$ cat src/hw/rtl/assert_macros.svh
// Assertion helpers shared by the RTL. Without SYNTH they expand to concurrent
// assertions; with SYNTH they expand to nothing.
`ifndef ASSERT_MACROS_SVH
`define ASSERT_MACROS_SVH
`ifndef SYNTH
`define ASSERT_IMPLY(lbl, clk, rst, a, b) \
  lbl: assert property (@(posedge clk) disable iff (rst) (a) |-> (b)) \
    else $error("implication check failed");
`define ASSERT_NEXT(lbl, clk, rst, a, b) \
  lbl: assert property (@(posedge clk) disable iff (rst) (a) |=> (b)) \
    else $error("next-cycle check failed");
`else
`define ASSERT_IMPLY(lbl, clk, rst, a, b)
`define ASSERT_NEXT(lbl, clk, rst, a, b)
`endif
`endif

$ cat src/hw/rtl/rau_pkg.sv
`default_nettype none
package rau_pkg;

  localparam int WIDTH     = 16;
  localparam int MW        = 2 * WIDTH;
  localparam int NUM_W     = MW + 1;
  localparam int DEN_W     = MW - 1;
  localparam int KW        = $clog2(MW);
  // Each binary gcd step shortens the two magnitudes by at least one bit in total.
  localparam int GCD_STEPS = 2 * MW - 1;

  typedef enum logic [1:0] {
    FUNC_ADD = 2'd0,
    FUNC_SUB = 2'd1,
    FUNC_MUL = 2'd2,
    FUNC_DIV = 2'd3
  } func_t;

  typedef struct packed {
    logic [1:0]              func;
    logic signed [WIDTH-1:0] a_num;
    logic signed [WIDTH-1:0] a_den;
    logic signed [WIDTH-1:0] b_num;
    logic signed [WIDTH-1:0] b_den;
  } req_t;

  typedef struct packed {
    logic signed [NUM_W-1:0] res_num;
    logic [DEN_W-1:0]        res_den;
    logic                    undefined;
  } rsp_t;

  typedef struct packed {
    logic          neg;
    logic          nzero;
    logic          undef;
    logic [MW-1:0] nmag;
    logic [MW-1:0] dmag;
  } ctx_t;

  typedef struct packed {
    logic [MW-1:0] x;
    logic [MW-1:0] y;
    logic [KW-1:0] k;
    ctx_t          ctx;
  } gcd_t;

  typedef struct packed {
    logic [MW:0]   rn;
    logic [MW:0]   rd;
    logic [MW-1:0] dn;
    logic [MW-1:0] dd;
    logic [MW-1:0] qn;
    logic [MW-1:0] qd;
    logic [MW-1:0] g;
    ctx_t          ctx;
  } div_t;

endpackage
`default_nettype wire

$ cat src/hw/rtl/rau_gcd_step.sv
`default_nettype none
module rau_gcd_step (
  input  wire rau_pkg::gcd_t cur,
  output rau_pkg::gcd_t      nxt
);
  import rau_pkg::*;

  always_comb begin
    nxt = cur;
    if (cur.x == '0 || cur.y == '0) begin
      nxt = cur;
    end else if (!cur.x[0] && !cur.y[0]) begin
      nxt.x = cur.x >> 1;
      nxt.y = cur.y >> 1;
      nxt.k = cur.k + KW'(1);
    end else if (!cur.x[0]) begin
      nxt.x = cur.x >> 1;
    end else if (!cur.y[0]) begin
      nxt.y = cur.y >> 1;
    end else if (cur.x >= cur.y) begin
      // Both odd: the difference is even, so halve it in the same step.
      nxt.x = (cur.x - cur.y) >> 1;
    end else begin
      nxt.y = (cur.y - cur.x) >> 1;
    end
  end

endmodule
`default_nettype wire
$ cat config.mk
export PLATFORM = sky130hd
export DESIGN_NAME = rau_gcd_step
export DESIGN_NICKNAME = d
export VERILOG_FILES = /design/src/hw/rtl/assert_macros.svh /design/src/hw/rtl/rau_pkg.sv /design/src/hw/rtl/rau_gcd_step.sv
export SDC_FILE = /design/constraint.sdc
export NUM_CORES = 1
export LEC_CHECK = 0
export ABC_AREA = 1
export BUFFER_PORTS_ARGS = -buffer_cell sky130_fd_sc_hd__buf_2
export CORE_MARGIN = 4
export CORE_UTILIZATION = 45
export DETAILED_ROUTE_END_ITERATION = 8
export PLACE_DENSITY = 0.75
export SETUP_SLACK_MARGIN = 0.3
export SYNTH_ARGS = -nofsm -noshare
export SYNTH_HDL_FRONTEND = slang
export SYNTH_SLANG_ARGS = --single-unit
$ cat constraint.sdc
create_clock -name vclk -period 2.5
set_input_delay 0.25 -clock vclk [all_inputs]
set_output_delay 0.25 -clock vclk [all_outputs]
set_load 0.03 [all_outputs]
==> metrics.md, run 1 <==
| Metric | Value |
|---|---|
| Final hold vios | 0 |
| Worst endpoint required time | 2.25 ns |
| Gpl congestion | about 1.1 |
| Final setup fails | 64 |
| Largest net degree at the start of global routing | 35 |
| Hold Path Sink | nxt[10] |
| Rel. slew slack | ~66% |
| Worst setup margin | -0.413 ns |
| Gate Count Post-Synth | 1514 |
| Share of layout cells above drive strength 1 | between 40% and 50% |
| Hold Crit Class | in -> out |
| RSZ-0062 raised after global routing | true |
| Final period utilization | 117% |
| Starting density of the core | between 40% and 50% |
| Congestion Overflow GR | 0 |
| PwrDens | roughly 280 nW/µm² |
| Mapped Nets | around 1700 |
| Drt initial violations | roughly 1500 |
| Leak Pwr | ~7.7 nW |
| Crit Path Max Fanout | 7 |
| Period minus WS final | a little under 3 ns |
| Storage element area | 0 µm² |
| VDD IR max | 0.000222 V |
| Core area | 17400 µm² |
| Die Y | about 140 µm |
| Nets | between 2000 and 2500 |
| Yosys cell types | 48 |
| Fmax | approximately 340 MHz |
| Via Count | roughly 12000 |
| WHS Path Cells | 0 |
| Area leader, netlist | nand2_1 |
| Cts-stage hold buffer count | 0 |
| Final WL | ~43 mm |
| Port Buf Inserts | roughly 140 |
| Measured slew at the worst slew-check pin | 0.504 ns |
| Antenna-violating nets left | 0 |
| Pins over their slew limit | 0 |
| Die area | around 20000 µm² |
| Share of the synthesized area in the top cell type | between 20% and 30% |
| DRC | 0 |
| Drt wl/cell | approximately 20 µm |
| Min-delay src | cur[10] |
| Cell Count, Final, Fillers Out | roughly 2100 |
| CP Capture Type | primary output |
| I/O Pins | roughly 270 |
| Failing checks | setup timing |
| CP Class | in -> out |
| GRT Util Overall | between 30% and 40% |
| # Max-Cap Violations | 0 |
| 1st-pass router iterations | 6 |
| Die W | between 100 and 150 µm |
| Tot Pwr | around 3.9 mW |
| Seq cells | 0 |
| Area Growth Syn to Fin | 75.0% |
| Post-Syn Area | 7990 µm² |
| Ys Warns | 0 |
| Vias per cell | around 5.7 |
| DP HPWL | just over 30 mm |
| Synth top area cells | nand2_1, inv_1, ha_1, a21oi_1, buf_4 |
| Mapped Avg Cell Area | around 5.3 µm² |
| Sequential area share after synthesis | 0% |
| Crit start category | primary input |
| CLK BUF | 0 |
| Vias in the first global route | between 10000 and 15000 |
| # rows | 48 |
| Initial antenna violation count | 0 |
| Worst EP arrival | 2.66 ns |
| Setup TNS Final | -19.26 ns |
| First-pass GRT wire length | around 63 mm |
| Placed insts | approximately 2100 |
| Ant diodes | 0 |
| Outcome | finished with violations |
## routing by layer
metal	wire [µm]	vias to the layer above	part of all wire [%]	global-route usage, %
met5	0	-	0	0
met4	2070	0	4.8	13.5
met3	5500	219	13	7.53
met2	19600	848	45	63.6
met1	16300	5560	37	52.4
li1	-	5467	-	-
## report_power, final
part / switching, mW / internal [mW]
clock: 0 / 0
combinational: 2.24 / 1.65
sequential: 0 / 0
## per-stage QoR
stage	cell area (µm²)	worst slack, ns	utilization, %	hold WS [ns]
3_3_place_gp	11500	-0.491	66.0	0.500
5_1_grt	14000	-0.482	80.5	0.500
2_1_floorplan	8910	-0.256	-	0.622
6_report	14000	-0.413	80.5	0.500
4_1_cts	13300	-0.241	76.7	0.500
3_5_place_dp	11500	-0.520	66.0	0.500
## placed cells by master, fill, tap and decap left out, drive strengths merged, types with 2 or more instances in the layout
cell    synthesis  layout
nand3         109     109
fa              2       2
nor4            5       5
inv           239     239
a22oi          28      28
xnor2           3       3
nor2           86      86
clkbuf         17       3
ha             65      65
nand3b          3       3
buf           106     510
o21a            4       4
o21ai          26      26
nand2         599     600
nand4          32      32
xor2           35      35
nor3            5       5
a21oi         139     139
o21bai          5       5
## worst max-delay path: stages
cell     delay (ns)
buf_12         0.09
inv_12         0.03
ha_4           0.15
fa_2           0.35
inv_2          0.08
nand3_2        0.09
nand2_4        0.09
nand2_2        0.06
nand2_2        0.08
nand2_2        0.06
nand3_2        0.08
nand2_4        0.06
buf_6          0.12
a21oi_4        0.20
buf_12         0.17
o21ai_4        0.08
buf_6          0.14
buf_16         0.16
nand2_4        0.06
nand2_2        0.05
inv_2          0.07
buf_6          0.13
## kinds of logic (layout without fill, tap and decap cells)
| group | after synthesis | in the layout | share of synthesized area (%) |
|---|---|---|---|
| compound gates | 205 | 205 | 14.6 |
| xor+xnor | 38 | 38 | 4.17 |
| fa+ha+maj | 67 | 67 | 10.7 |
| buf+inv | 364 | 753 | 22.8 |
| simple gates | 840 | 841 | 47.7 |
## synth_stat cells (6+ instances only)
master / instances
nand4_1: 32
clkbuf_1: 13
nor2_1: 74
a21oi_1: 135
inv_2: 8
buf_4: 84
buf_6: 6
inv_1: 230
nand3_1: 99
nor2_4: 6
nand2_1: 545
buf_2: 10
nand2_4: 13
nand3_2: 10
o21ai_0: 22
xor2_1: 35
ha_1: 65
a22oi_1: 28
nand2_2: 40
## how the worst max path moves through the flow
stage | startpoint | to | depth (start not counted)
6_report | cur[104] | nxt[105] | 22
3_3_place_gp | cur[72] | nxt[91] | 17
4_1_cts | cur[92] | nxt[105] | 18
2_1_floorplan | cur[104] | nxt[103] | 17
3_5_place_dp | cur[104] | nxt[124] | 19
5_1_grt | cur[104] | nxt[105] | 22
## final cells by class
type,count,area (µm²)
tap,225,282
multi-input combinational,1151,8300
fill,1127,3380
inverter,240,942
timing repair buffer,513,4450
## timing repair
action                                  in CTS  in global routing
gates cloned                                 6                  3
setup buffers                               40                 10
pin swaps                                   58                 53
endpoints found under the setup margin      69                 69
gates resized for setup                    353                108
Note: power is estimated with default switching activity, not from simulation.
==> inputs of run 2 (changes only) <==
--- a/config.mk
+++ b/config.mk
@@ -10,6 +10,7 @@
 export CORE_MARGIN = 4
 export CORE_UTILIZATION = 45
 export DETAILED_ROUTE_END_ITERATION = 8
+export GPL_TIMING_DRIVEN = 0
 export PLACE_DENSITY = 0.75
 export SETUP_SLACK_MARGIN = 0.3
 export SYNTH_ARGS = -nofsm -noshare
==> run 2 against run 1 <==
Compared with the run above:
- the flow still finishes with violations (setup timing)
- via count decreased by 4.6%
- combinational power decreased by 4%
- worst hold slack improved by 0.25 ns
- cell count decreased by 5.0%
- global-route usage decreased by 0.95 points
- largest cell class unchanged
==> metrics.md, run 2 (synthesis gave the netlist of run 1 again) <==
| Metric | Value |
|---|---|
| Share of layout cells above drive strength 1 | 46.3% (-2.8 points) |
| Congestion Overflow GR | 0 (unchanged) |
| Initial antenna violation count | 0 (unchanged) |
| Pins over their slew limit | 0 (unchanged) |
| DRC | 0 (unchanged) |
| Nets | 2003 (-5.0%) |
| CP peak stage delay | 0.37 ns (+0.02 ns) |
| I/O Pins | 272 (unchanged) |
| Seq cells | 0 (unchanged) |
| # rows | 48 (unchanged) |
| Critical path startpoint | cur[104] |
| Delay-heaviest family, CP | buffers and inverters |
| CP Capture Type | primary output |
| Worst EP arrival | 2.79 ns (+0.13 ns) |
| Drt wl/cell | 20.4 µm (about the same) |
| Worst endpoint required time | 2.25 ns (about the same) |
| Fillers | 1338 (+19%) |
| Starting density of the core | 46.0% (unchanged) |
| Rel. slew slack | 55.0% (-11 points) |
| Placed insts | 1944 (-6.1%) |
| Critical path endpoint | nxt[105] |
| Setup TNS Final | -30.08 ns (-10.82 ns) |
| Worst Path Buf+Inv | 10 (+1) |
| Via Count | 11500 (-4.6%) |
| Failing checks | setup timing |
| RSZ-0062 raised after global routing | true |
| Placed cell areas | 10200 µm² (-11%) |
| Outcome | finished with violations |
| PwrDens | 284 nW/µm² (+2.3%) |
| Antenna-violating nets left | 0 (unchanged) |
| Area Growth Syn to Fin | 64.2% |
| GRT Util Overall | 38.4% (-0.95 points) |
| Final setup fails | 64 (unchanged) |
| Tot Pwr | 3.73 mW (-4.0%) |
| Fin area | 13100 µm² (-6.2%) |
| Cell Count, Final, Fillers Out | 2023 (-5.0%) |
| Final period utilization | 122% (+5.0 points) |
| Commonest non-fill, non-tap cells in the layout | nand2_1, inv_1, buf_4 |
| Crit Path Max Fanout | 8 (+1) |
| First-pass GRT wire length | 60.3 mm (-4.1%) |
| Fmax | 329 MHz (-4.1%) |
| Port Buf Inserts | 205 (+49%) |
| Leak Pwr | 7.19 nW (-6.5%) |
| Core area | 17400 µm² (unchanged) |
| CLK BUF | 0 (unchanged) |
| Crit path cell chain | buf_12 > inv_12 > buf_12 > clkbuf_16 > ha_4 > fa_2 > inv_2 > nand3_2 > nand2_4 > nand2_4 > nand2_4 > nand2_4 > nand3_4 > nand2_4 > a21oi_4 > buf_12 > buf_12 > buf_12 > nand3_2 > nand2_1 > nand2_1 > nand2_2 > inv_2 > buf_6 |
| Storage element area | 0 µm² (unchanged) |
| Min-delay src | cur[27] |
| Gpl congestion | 1.04 (-4.5%) |
| # Max-Cap Violations | 0 (unchanged) |
| Crit start category | primary input |
| Final WL | 41.2 mm (-5.1%) |
| Hold Crit Class | in -> out |
| Die W | 141 µm (unchanged) |
| Leading cell type in the layout, fill and taps excluded | nand2_1 |
| Final hold vios | 0 (unchanged) |
| Util after Layout | 75.6% (-5.0 points) |
| DP HPWL | 30.7 mm (+0.64%) |
| Crit path max-delay cell type | fa_2 |
| CP Class | in -> out |
| Largest net degree at the start of global routing | 11 (-69%) |
| Measured slew at the worst slew-check pin | 0.675 ns (+0.171 ns) |
| Drt initial violations | 1270 (-13%) |
| CP Depth | 24 (+9.1%) |
| Die Y | 141 µm (unchanged) |
| Worst setup margin | -0.538 ns (-0.125 ns) |
| VDD IR max | 0.000179 V (-20%) |
| Period minus WS final | 3.04 ns (+0.125 ns) |
| Vias in the first global route | 11100 (-5.5%) |
| Vias per cell | 5.70 (+0.38%) |
| 1st-pass router iterations | 6 (unchanged) |
| Die area | 19900 µm² (unchanged) |
| Ant diodes | 0 (unchanged) |
[run 2: changes by cell type in the layout (fill, tap and decap cells not counted), moves of 7 or more]
cell / change
buf_4: -196
buf_2: +55
nand2_2: +25
nand2_1: -13
nand2_4: -11
buf_6: +8
inv_2: +8
clkbuf_1: +7
ha_4: -7
[run 2: worst min-delay path by stage]
stage | to | cells after the start | slack [ns]
after floorplan | nxt[110] | 2 | 0.62
after global placement | nxt[10] | 2 | 0.75
after detailed placement | nxt[8] | 2 | 0.75
after CTS | nxt[8] | 2 | 0.75
after global routing | nxt[43] | 2 | 0.75
final | nxt[27] | 2 | 0.75
[run 2: repair_timing]
item,CTS,global route
resized for setup,385,154
pin swaps,72,50
hold buffers,0,0
setup buffers,60,8
endpoints found under the setup margin,69,69
gates cloned,10,1
[run 2: per-stage QoR]
step	setup WS [ns]	hold WS, ns
final	-0.538	0.750
after global routing	-0.592	0.753
after CTS	-0.470	0.751
after detailed placement	-1.14	0.752
after global placement	-1.17	0.752
after floorplan	-0.256	0.622
[run 2: area by class of cell]
class                      instances  area, µm²  share of cell area, %
multi-input combinational       1150       8240                   62.8
timing repair buffer             284       2540                   19.4
tap                              225        282                   2.15
inverter                         240        940                   7.16
buffer                           124       1110                   8.47
[run 2: power by group]
group | leakage [nW] | switching [mW] | internal (mW)
Clock | 0 | 0 | 0
Combinational | 7.19 | 2.28 | 1.45
Sequential | 0 | 0 | 0
[run 2: per-layer routing]
metal	global-route usage (%)	up-vias	routed length [µm]
met2	60.1	799	18200
met5	0	-	0
met1	50.0	5304	15700
met4	14.6	0	1970
met3	10.8	155	5420
li1	-	5277	-
